[src/bfpa_pkg.sv]
`default_nettype none
package bfpa_pkg;

  // chunk granularity: sizes are multiples of 16 bytes
  localparam int unsigned AlignShift = 4;
  // upstream addresses end at 2^32
  localparam logic [33:0] AddrLimit = 34'h1_0000_0000;

  // register indexes on the config port
  localparam logic [1:0] REG_INIT_BLOCK = 2'd0;
  localparam logic [1:0] REG_MIN_BLOCK  = 2'd1;
  localparam logic [1:0] REG_CAPACITY   = 2'd2;

  // result status codes
  localparam logic [1:0] STAT_OK         = 2'd0;
  localparam logic [1:0] STAT_UPSTREAM   = 2'd1;
  localparam logic [1:0] STAT_TABLE_FULL = 2'd2;
  localparam logic [1:0] STAT_UNKNOWN    = 2'd3;

  // operation codes
  localparam logic OP_ALLOC = 1'b0;
  localparam logic OP_FREE  = 1'b1;

  typedef enum logic [3:0] {
    CMD_NONE, CMD_LATCH, CMD_INIT, CMD_SCAN, CMD_TAKE, CMD_NEWBLK, CMD_SPLIT,
    CMD_LINK, CMD_ADONE, CMD_FAIL, CMD_FREE0, CMD_FREE1, CMD_FREE2, CMD_OUT
  } cmd_e;

  typedef enum logic [3:0] {
    S_IDLE, S_INIT, S_SCAN, S_DECIDE, S_TAKE, S_NEWBLK, S_SPLIT, S_LINK,
    S_ADONE, S_FREE0, S_FREE1, S_FREE2, S_OUT
  } state_e;

  typedef struct packed {
    cmd_e       op;
    logic [1:0] code;
  } dp_cmd_t;

  typedef struct packed {
    logic started;
    logic op_free;
    logic scan_done;
    logic match;
    logic found;
    logic found_split;
    logic fits;
    logic e1_ok;
    logic e2_ok;
    logic blk_split;
  } dp_stat_t;

  // round up to the chunk granularity, zero rounds to one granule
  function automatic logic [32:0] round_up(input logic [31:0] n);
    logic [32:0] s;
    s = {1'b0, n} + 33'd15;
    if (n == 32'd0) begin
      return 33'd16;
    end
    return (s >> AlignShift) << AlignShift;
  endfunction

  // upstream region check for a block of blk bytes at the bump pointer
  function automatic logic upstream_fits(input logic [31:0] bump, input logic [32:0] blk,
                                         input logic [31:0] cap);
    logic [33:0] e;
    e = {2'b00, bump} + {1'b0, blk};
    return (e <= {2'b00, cap}) && (e <= AddrLimit);
  endfunction

endpackage
`default_nettype wire

[src/bfpa_ctrl.sv]
`default_nettype none
module bfpa_ctrl (
  input  wire                 clk_i,
  input  wire                 rst_ni,
  input  wire                 start,
  output logic                busy,
  input  wire bfpa_pkg::dp_stat_t stat_i,
  output bfpa_pkg::dp_cmd_t   cmd_o
);
  import bfpa_pkg::*;

  state_e state_q, state_d;

  always_ff @(posedge clk_i or negedge rst_ni) begin
    if (!rst_ni) begin
      state_q <= S_IDLE;
    end else begin
      state_q <= state_d;
    end
  end

  assign busy = (state_q != S_IDLE);

  // next state
  always_comb begin
    state_d = state_q;
    case (state_q)
      S_IDLE: begin
        if (start) begin
          state_d = stat_i.started ? S_SCAN : S_INIT;
        end
      end
      S_INIT: state_d = S_SCAN;
      S_SCAN: begin
        if (stat_i.scan_done) begin
          state_d = S_DECIDE;
        end
      end
      S_DECIDE: begin
        if (stat_i.op_free) begin
          state_d = stat_i.match ? S_FREE0 : S_OUT;
        end else if (stat_i.found) begin
          state_d = (stat_i.found_split && !stat_i.e1_ok) ? S_OUT : S_TAKE;
        end else if (!stat_i.fits || !stat_i.e1_ok ||
                     (stat_i.blk_split && !stat_i.e2_ok)) begin
          state_d = S_OUT;
        end else begin
          state_d = S_NEWBLK;
        end
      end
      S_TAKE:   state_d = stat_i.found_split ? S_SPLIT : S_ADONE;
      S_NEWBLK: state_d = stat_i.blk_split ? S_SPLIT : S_ADONE;
      S_SPLIT:  state_d = S_LINK;
      S_LINK:   state_d = S_ADONE;
      S_ADONE:  state_d = S_OUT;
      S_FREE0:  state_d = S_FREE1;
      S_FREE1:  state_d = S_FREE2;
      S_FREE2:  state_d = S_OUT;
      S_OUT:    state_d = S_IDLE;
      default:  state_d = S_IDLE;
    endcase
  end

  // datapath commands
  always_comb begin
    cmd_o.op   = CMD_NONE;
    cmd_o.code = STAT_OK;
    case (state_q)
      S_IDLE:   if (start) cmd_o.op = CMD_LATCH;
      S_INIT:   cmd_o.op = CMD_INIT;
      S_SCAN:   cmd_o.op = CMD_SCAN;
      S_DECIDE: begin
        if (stat_i.op_free) begin
          if (!stat_i.match) begin
            cmd_o.op   = CMD_FAIL;
            cmd_o.code = STAT_UNKNOWN;
          end
        end else if (stat_i.found) begin
          if (stat_i.found_split && !stat_i.e1_ok) begin
            cmd_o.op   = CMD_FAIL;
            cmd_o.code = STAT_TABLE_FULL;
          end
        end else if (!stat_i.fits) begin
          cmd_o.op   = CMD_FAIL;
          cmd_o.code = STAT_UPSTREAM;
        end else if (!stat_i.e1_ok || (stat_i.blk_split && !stat_i.e2_ok)) begin
          cmd_o.op   = CMD_FAIL;
          cmd_o.code = STAT_TABLE_FULL;
        end
      end
      S_TAKE:   cmd_o.op = CMD_TAKE;
      S_NEWBLK: cmd_o.op = CMD_NEWBLK;
      S_SPLIT:  cmd_o.op = CMD_SPLIT;
      S_LINK:   cmd_o.op = CMD_LINK;
      S_ADONE:  cmd_o.op = CMD_ADONE;
      S_FREE0:  cmd_o.op = CMD_FREE0;
      S_FREE1:  cmd_o.op = CMD_FREE1;
      S_FREE2:  cmd_o.op = CMD_FREE2;
      S_OUT:    cmd_o.op = CMD_OUT;
      default:  cmd_o.op = CMD_NONE;
    endcase
  end

endmodule
`default_nettype wire

[config.mk]
export PLATFORM = sky130hd
export DESIGN_NAME = bfpa_ctrl
export DESIGN_NICKNAME = d
export VERILOG_FILES = /design/src/bfpa_pkg.sv /design/src/bfpa_ctrl.sv
export SDC_FILE = /design/constraint.sdc
export NUM_CORES = 1
export LEC_CHECK = 0
export BUFFER_PORTS_ARGS = -buffer_cell sky130_fd_sc_hd__buf_2
export CORE_AREA = 2 2 39 41
export DETAILED_ROUTE_END_ITERATION = 7
export DIE_AREA = 0 0 41 43
export SETUP_SLACK_MARGIN = 0.02
export SLEW_MARGIN = 20
export SYNTH_ARGS = -nofsm -noshare
export SYNTH_HDL_FRONTEND = slang
export SYNTH_SLANG_ARGS = --single-unit
[constraint.sdc]
create_clock -name clk_i -period 1.4 [get_ports clk_i]
set_input_delay 0.07 -clock clk_i [delete_from_list [all_inputs] [get_ports clk_i]]
set_output_delay 0.07 -clock clk_i [all_outputs]
set_load 0.01 [all_outputs]
==> results of run 1 <==
final cells by class:
cell class / count / area share [%]
inverters: 4 / 1.99
multi-input cells: 51 / 47.6
clock buffers: 3 / 2.99
flip-flops and latches: 4 / 13.6
well taps: 16 / 2.65
repair buffers: 33 / 31.2
worst max-delay path: cells and delay by family, from the launching register on:
kind	cells	cell delay [ns]
DFF	1	0.37
and+or+nand+nor	1	0.51
buffers and inverters	2	0.34
stage by stage:
stage	setup TNS, ns	worst slack [ns]
finish	-0.391	-0.138
global route	-0.802	-0.195
CTS	-0.352	-0.117
detailed placement	0	0.0929
global placement	0	0.130
floorplan	0	0.133
final timing paths:
kind	startpoint	end	cells after the start
setup reg to reg	state_q[0]	state_q[0]	6
hold / removal	rst_ni	state_q[2]	2
setup / recovery	state_q[2]	busy	3
hold reg to reg	state_q[2]	state_q[2]	2
min in group clk_i	stat_i[5]	state_q[3]	4
max in group asynchronous	rst_ni	state_q[1]	2
metal layers:
layer  part of all wire (%)  up-vias
li1                       -      292
met1                     45      264
met2                     49       16
met3                    6.1        0
met4                      0        0
met5                      0        -
Yosys cell counts, drive strengths merged:
cell type	count	area, µm²
or3b	1	8.76
and2	1	6.26
nand2	7	26.3
o31ai	1	7.51
nand3	3	15.0
xor2	1	8.76
a211oi	1	7.51
dfrtp	4	100
or4	1	7.51
mux2i	1	10.0
nand2b	3	18.8
a21o	2	15.0
o2111ai	1	8.76
o211a	1	10.0
nand4bb	1	11.3
nor3	3	15.0
o21ai	4	20.0
nor2b	1	6.26
a21oi	7	35.0
inv	4	15.0
buf	3	15.0
a31oi	1	6.26
clkbuf	1	3.75
o311ai	1	8.76
o211ai	1	7.51
a22oi	1	7.51
o21bai	1	7.51
nor2	6	22.5
power by group:
group          internal, mW  total (mW)  switching (mW)
combinational         0.669        1.26           0.591
clock                0.0959       0.145          0.0488
sequential            0.181       0.254          0.0728
repair_timing:
| action | in CTS | in global routing |
|---|---|---|
| resized for setup | 2 | 17 |
| pin swaps | 5 | 4 |
| setup buffers | 1 | 6 |
| endpoints found under the setup margin | 5 | 7 |
| hold endpoints to repair | 4 | 0 |
| hold buffers | 1 | 0 |
| gates cloned | 0 | 1 |
logic make-up after synthesis:
logic type	Yosys count	share of synthesized area, %
AOI/OAI and AO/OA	22	32.8
xor gates and xnor gates	1	2.03
buffers and inverters	8	7.82
DFF	4	23.2
muxes	1	2.32
and+or+nand+nor	27	31.9
==> metrics, run 1 <==
status=complete, but fails checks; failing checks=negative setup slack; Num CTS Buffers=3; clock tree buffer depth=2; die boundary width=between 40 and 50 µm; Root Buffer=clkbuf_4; largest net degree at the start of global routing=16; Layout Nets=110; most common cell after layout, fill and taps aside=buf_2; vias in the first global route=~460; residual DRC count=0; WS Path Type=flip-flop to output pin; final core area utilization=54.5%; worst slew pin tran=between 0.3 and 0.4 ns; reg2reg setup slack=0.04 ns; max-slew violation count=0; grt ovf=0; IO Port Bufs=19; FILL cells=155; placeable core area=about 1400 µm²; IO Count=20; register area share after synthesis=23.2%; unrepaired setup endpoints after global routing=true; initial core utilization=between 30% and 40%; crit-path max cell delay=0.51 ns; # setup viols final=5; number of synthesis warnings=0; Largest register FFs=4; fin crit share=110%; initial drt markers=6; Site Rows=14; worst endpoint required time=1.33 ns; share of cells above drive strength 1=46.3%; Synth Area per Inst=~6.9 µm²; TritonCTS clock tree=yes; Avg Vias per Cell=just over 5; Slew headroom=~77%; maxcap violations=0; setup ws final=-0.138 ns; CP startpoint kind=flip-flop; met1 GRT Util=a little under a fifth; busiest layer in global routing=met2; Mapped Nets=76; placed inst area=approximately 570 µm²; clk slew on worst S/H paths=0.04 ns; GR Layer Usage met2=roughly a fifth; Tot Pwr=~1.7 mW; H-tree depth=1; count of cell types in the netlist=29; area occupied by multi-input gates=between 300 and 400 µm²; TritonRoute pass-1 iters=4; Worst Skew=around 0.0087 ns; cells along the critical path=buf_4 -> or4_1 -> buf_2; Placed Instances=99; FF+latch count, synth=4; slowest cell on the critical path=or4_1; critical path fanouts, max=15; # diodes=0; clock period minus worst slack=approximately 1.5 ns; final cell count without fillers=111; drt total wl=around 1400 µm; Min Hold Slack=0.155 ns; synthesized instance count=63; first-pass GRT wire length=~1700 µm; via count=572; DP HPWL=between 800 and 900 µm; Hold Fails Final Rpt=0; met3 Track Usage GR=between 6 and 7%; GR Util All Layers=between 10% and 20%; die span in y=43 µm; Tightest Hold Check Type=input pin to asynchronous set/reset pin; pwr/cell area=2200 nW/µm²; clk_lat worst skew=about 0.24 ns; antenna-violating nets left=0; Lkg Pwr=approximately 0.36 nW; Wirelength per Cell=12.2 µm; Routability Congestion=between 0.7 and 0.8; achievable clock frequency=650 MHz; synthesis-to-finish area growth=74.8%; top flop regs=state_q x4; Syn Std Cell Area=approximately 430 µm²; initial antenna violation count=0; Clock Sinks=4; Worst setup EP type=output pin; Peak VDD IR=~1300 µV; final non-filler cell area=around 750 µm²; most frequent cells in the layout=buf_2 (19), buf_4 (10), nand2_1 (7), nor2_1 (6), a21oi_1 (6); Data arrival, critical path=roughly 1.5 ns; register area=103 µm²; Biggest register=state_q; die area=around 1800 µm²
Note: power is estimated with default switching activity, not from simulation.
==> inputs of run 2 (changes only) <==
--- a/config.mk
+++ b/config.mk
@@ -6,9 +6,12 @@
 export NUM_CORES = 1
 export LEC_CHECK = 0
 export BUFFER_PORTS_ARGS = -buffer_cell sky130_fd_sc_hd__buf_2
-export CORE_AREA = 2 2 39 41
+export CELL_PAD_IN_SITES_DETAIL_PLACEMENT = 0
+export CELL_PAD_IN_SITES_GLOBAL_PLACEMENT = 1
+export CORE_MARGIN = 2
+export CORE_UTILIZATION = 29
 export DETAILED_ROUTE_END_ITERATION = 7
-export DIE_AREA = 0 0 41 43
+export PLACE_DENSITY_LB_ADDON = 0.1
 export SETUP_SLACK_MARGIN = 0.02
 export SLEW_MARGIN = 20
 export SYNTH_ARGS = -nofsm -noshare
==> run 2 against run 1 <==
Effect of this change:
- the flow still finishes with violations (negative setup slack)
- sequential power down 3%
- first-iteration DRC count grew to 2.8 times the previous value
- core utilization rose by 6.0 points
- non-clock buffer count grew 2
- cell count rose by 0.90%
- flip-flop and latch count is the same
- design area rose by 8.3%
- critical path type unchanged
==> metrics, run 2 (same netlist as run 1, synthesis figures left out) <==
clk slew on worst S/H paths=0.04 ns (about the same); grt ovf=0 (unchanged); Data arrival, critical path=1.48 ns (was 1.47 ns); antenna-violating nets left=0 (unchanged); # diodes=0 (unchanged); share of cells above drive strength 1=55.7% (was 46.3%); fin crit share=111% (was 110%); H-tree depth=1 (unchanged); placed inst area=572 µm² (was 566 µm²); synthesis-to-finish area growth=89.3% (was 74.8%); Peak VDD IR=1080 µV (was 1290 µV); Hold Fails Final Rpt=0 (unchanged); largest net degree at the start of global routing=12 (was 16); unrepaired setup endpoints after global routing=true (unchanged); worst endpoint required time=1.33 ns (about the same); most common cell after layout, fill and taps aside=buf_2 (unchanged); Worst setup EP type=output pin (unchanged); final core area utilization=60.5% (was 54.5%); Layout Nets=112 (was 110); Tot Pwr=1.84 mW (was 1.66 mW); setup ws final=-0.151 ns (was -0.138 ns); Wirelength per Cell=13.0 µm (was 12.2 µm); Clock Sinks=4 (unchanged); Root Buffer=clkbuf_4 (unchanged); WS Path Type=flip-flop to output pin (unchanged); initial core utilization=32.0% (was 31.2%); status=complete, but fails checks (unchanged); Lkg Pwr=0.394 nW (was 0.365 nW); register area=101 µm² (was 103 µm²); IO Port Bufs=19 (unchanged); DP HPWL=921 µm (was 872 µm); achievable clock frequency=645 MHz (was 650 MHz); Slew headroom=71.4% (was 77.4%); first-pass GRT wire length=2130 µm (was 1700 µm); clock period minus worst slack=1.55 ns (was 1.54 ns); vias in the first global route=518 (was 458); CP startpoint kind=flip-flop (unchanged); Site Rows=13 (was 14); Avg Vias per Cell=5.16 (was 5.15); FILL cells=123 (was 155); failing checks=negative setup slack (unchanged); GR Util All Layers=15.5% (was 13.9%); residual DRC count=0 (unchanged); placeable core area=1350 µm² (was 1380 µm²); die boundary width=42.6 µm (was 41 µm); final non-filler cell area=817 µm² (was 754 µm²); via count=578 (was 572); initial antenna violation count=0 (unchanged); final cell count without fillers=112 (was 111); worst slew pin tran=0.426 ns (was 0.339 ns); Min Hold Slack=0.175 ns (was 0.155 ns); area occupied by multi-input gates=414 µm² (was 359 µm²); TritonCTS clock tree=yes (unchanged); maxcap violations=0 (unchanged); die span in y=42.6 µm (was 43 µm); most frequent cells in the layout=buf_2 (20), buf_6 (8), nor2_1 (6), nand2_1 (6), buf_4 (6) (was buf_2 (19), buf_4 (10), nand2_1 (7), nor2_1 (6), a21oi_1 (6)); critical path fanouts, max=2 (was 15); initial drt markers=17 (was 6); Num CTS Buffers=3 (unchanged); Placed Instances=99 (unchanged); max-slew violation count=0 (unchanged); Routability Congestion=0.766 (was 0.749); Worst Skew=0.00254 ns (was 0.00867 ns); drt total wl=1450 µm (was 1350 µm); Largest register FFs=4 (unchanged); die area=1810 µm² (was 1760 µm²); top flop regs=state_q x4 (unchanged); Tightest Hold Check Type=input pin to asynchronous set/reset pin (unchanged); pwr/cell area=2250 nW/µm² (was 2200 nW/µm²); Biggest register=state_q (unchanged); clock tree buffer depth=2 (unchanged); TritonRoute pass-1 iters=4 (unchanged); # setup viols final=6 (was 5); IO Count=20 (unchanged); clk_lat worst skew=0.23 ns (was 0.24 ns)
-- run 2: changes by cell type in the layout (fill, tap and decap cells not counted), moves of 2 or more --
| cell | change |
|---|---|
| buf_4 | -4 |
| o21ai_2 | +2 |
| buf_8 | -2 |
| buf_6 | +8 |
| nand2b_1 | -2 |
| nand2b_4 | +2 |
-- run 2: path summary, 6_finish.rpt --
path	endpoint	slack, ns	start	depth (start not counted)
min in group clk_i	state_q[1]	0.23	stat_i[9]	3
min reg2reg	state_q[3]	0.76	state_q[3]	3
min	state_q[0]	0.18	rst_ni	2
max in group asynchronous	state_q[1]	1.10	rst_ni	2
max reg2reg	state_q[1]	-0.05	state_q[1]	5
max	cmd_o[2]	-0.15	state_q[2]	5
-- run 2: power breakdown --
part           internal [mW]  total (mW)  switching [mW]  leakage, nW
registers              0.179       0.246          0.0670       0.0483
clock network         0.0955       0.137          0.0411       0.0138
logic                  0.754        1.45           0.701        0.332
-- run 2: what timing repair did --
action                                  CTS  global route
hold buffers                              1             0
resized for setup                        10            21
pin swaps                                 2             4
endpoints found under the setup margin    6             9
setup buffers                             8             0
gates cloned                              0             1
hold endpoints to repair                  4             0
-- run 2: metal layers --
metal  vias to the layer above  GRT usage (%)  part of all wire (%)
met4                         0           6.88                  0.48
met3                         2           3.45                   3.7
li1                        297              -                     -
met5                         -              0                     0
met1                       266           20.5                    47
met2                        13           24.0                    48
-- run 2: critical path: stages (launching register included) --
cell and delay, ns:
dfrtp_1 0.40, nand4bb_4 0.26, a31oi_4 0.19, nand3_2 0.11, o311ai_1 0.11, buf_2 0.19
-- run 2: final cells by class --
cell class              count  area share (%)
repair buffers             35            30.0
flip-flops and latches      4            12.4
well taps                  15            2.30
clock buffers               3            2.76
multi-input cells          51            50.7
inverters                   4            1.84
-- run 2: metrics by stage --
stage	TNS, ns	setup WS (ns)
final	-0.607	-0.151
after global routing	-1.11	-0.229
after CTS	-0.504	-0.110
after detailed placement	0	0.0512
after global placement	0	0.0963
after floorplan	0	0.133
==> inputs of run 3 (changes only) <==
--- a/config.mk
+++ b/config.mk
@@ -12,7 +12,6 @@
 export CORE_UTILIZATION = 29
 export DETAILED_ROUTE_END_ITERATION = 7
 export PLACE_DENSITY_LB_ADDON = 0.1
-export SETUP_SLACK_MARGIN = 0.02
 export SLEW_MARGIN = 20
 export SYNTH_ARGS = -nofsm -noshare
 export SYNTH_HDL_FRONTEND = slang
==> run 3 against run 2 <==
Effect of this change:
- the run still ends with negative setup slack left
- first-iteration DRC count down 29%
- core utilization down 0.65 points
- total power down 1.4%
- hold slack about the same
- cell count unchanged
- routed wire length down 0.21%
- setup slack better by 0.026 ns
- sequential share of layout area up 0.13 points
- die area unchanged
- clock skew about the same
- design area down 1.1%
- largest cell class unchanged
==> metrics, run 3 (same netlist as run 1, synthesis figures left out) <==
status=complete, but fails checks (unchanged); failing checks=negative setup slack (unchanged); top flop regs=state_q x4 (unchanged); vias in the first global route=518 (unchanged); first-pass GRT wire length=2130 µm (unchanged); Worst setup EP type=output pin (unchanged); antenna-violating nets left=0 (unchanged); Avg Vias per Cell=5.38 (was 5.16); max-slew violation count=0 (unchanged); die boundary width=42.6 µm (unchanged); critical path fanouts, max=2 (unchanged); Wirelength per Cell=12.9 µm (was 13.0 µm); Worst Skew=0.00244 ns (was 0.00254 ns); Lkg Pwr=0.393 nW (was 0.394 nW); IO Count=20 (unchanged); Peak VDD IR=1160 µV (was 1080 µV); initial core utilization=32.0% (unchanged); share of cells above drive strength 1=53.6% (was 55.7%); maxcap violations=0 (unchanged); grt ovf=0 (unchanged); Min Hold Slack=0.175 ns (about the same); Layout Nets=112 (unchanged); H-tree depth=1 (unchanged); via count=603 (was 578); synthesis-to-finish area growth=87.2% (was 89.3%); Largest register FFs=4 (unchanged); clock period minus worst slack=1.52 ns (was 1.55 ns); DP HPWL=921 µm (unchanged); clk slew on worst S/H paths=0.04 ns (about the same); Tightest Hold Check Type=input pin to asynchronous set/reset pin (unchanged); Data arrival, critical path=1.45 ns (was 1.48 ns); die span in y=42.6 µm (unchanged); Num CTS Buffers=3 (unchanged); CP startpoint=state_q[2] (unchanged); Routability Congestion=0.766 (unchanged); achievable clock frequency=656 MHz (was 645 MHz); initial antenna violation count=0 (unchanged); Hold Fails Final Rpt=0 (unchanged); CP startpoint kind=flip-flop (unchanged); R2R Path Start=state_q[1] (unchanged); initial drt markers=12 (was 17); IO Port Bufs=19 (unchanged); Root Buffer=clkbuf_4 (unchanged); WS Path Type=flip-flop to output pin (unchanged); most frequent cells in the layout=buf_2 (20), buf_6 (8), nor2_1 (6), nand2_1 (6), buf_4 (6) (unchanged); fin crit share=109% (was 111%); Slew headroom=68.9% (was 71.4%); die area=1810 µm² (unchanged); most common cell after layout, fill and taps aside=buf_2 (unchanged); GR Util All Layers=15.5% (unchanged); residual DRC count=0 (unchanged); worst endpoint required time=1.33 ns (about the same); placeable core area=1350 µm² (unchanged); Tot Pwr=1.81 mW (was 1.84 mW); TritonRoute pass-1 iters=4 (unchanged); largest net degree at the start of global routing=12 (unchanged); Clock Sinks=4 (unchanged); clk_lat worst skew=0.23 ns (about the same); TritonCTS clock tree=yes (unchanged); final core area utilization=59.9% (was 60.5%); Site Rows=13 (unchanged); # setup viols final=6 (unchanged); pwr/cell area=2240 nW/µm² (was 2250 nW/µm²); drt total wl=1450 µm (about the same); worst slew pin tran=0.464 ns (was 0.426 ns); # diodes=0 (unchanged); setup ws final=-0.125 ns (was -0.151 ns); clock tree buffer depth=2 (unchanged); Biggest register=state_q (unchanged); unrepaired setup endpoints after global routing=true (unchanged)
## run 3: path summary, 6_finish.rpt
check,end,slack [ns],cells after the start
max,cmd_o[2],-0.12,5
min,state_q[0],0.18,2
max reg2reg,state_q[1],-0.05,5
min reg2reg,state_q[3],0.75,3
max in group asynchronous,state_q[1],1.10,2
min in group clk_i,state_q[1],0.25,3
## run 3: final cells by class
| class | instances | area, µm² |
|---|---|---|
| timing repair buffer | 35 | 245 |
| fill | 120 | 542 |
| multi-input combinational | 51 | 405 |
| tap | 15 | 18.8 |
| clock buffer | 3 | 22.5 |
| sequential | 4 | 101 |
| inverter | 4 | 15.0 |
## run 3: stage by stage
step	TNS [ns]	cell area (µm²)	setup slack (ns)	std cells
2_1_floorplan	0	432	0.133	63
3_3_place_gp	0	572	0.0963	99
3_5_place_dp	0	572	0.0512	99
4_1_cts	-0.504	721	-0.110	111
5_1_grt	-1.08	808	-0.229	112
6_report	-0.517	808	-0.125	112
## run 3: worst max-delay path, stage by stage (launching register included)
cell,delay [ns]
dfrtp_1,0.38
nand4bb_4,0.25
a31oi_4,0.19
nand3_2,0.11
o311ai_1,0.11
buf_2,0.19
## run 3: metal layers
| layer | part of all wire, % | vias up | routed length [µm] | GRT usage [%] |
|---|---|---|---|---|
| li1 | - | 297 | - | - |
| met1 | 46 | 273 | 671 | 20.5 |
| met2 | 47 | 29 | 686 | 24.0 |
| met3 | 5.5 | 4 | 80 | 3.45 |
| met4 | 0.69 | 0 | 10 | 6.88 |
| met5 | 0 | - | 0 | 0 |
## run 3: power breakdown
group / switching [mW] / internal, mW
sequential: 0.0613 / 0.179
combinational: 0.692 / 0.743
clock: 0.0411 / 0.0955
total: 0.795 / 1.02
## run 3: timing repair
action	in CTS	in global routing
endpoints found under the setup margin	6	9
buffers inserted	8	0
pin swaps	2	3
hold endpoints to repair	4	0
cloned	0	1
gates resized for setup	10	19
hold buffers	1	0
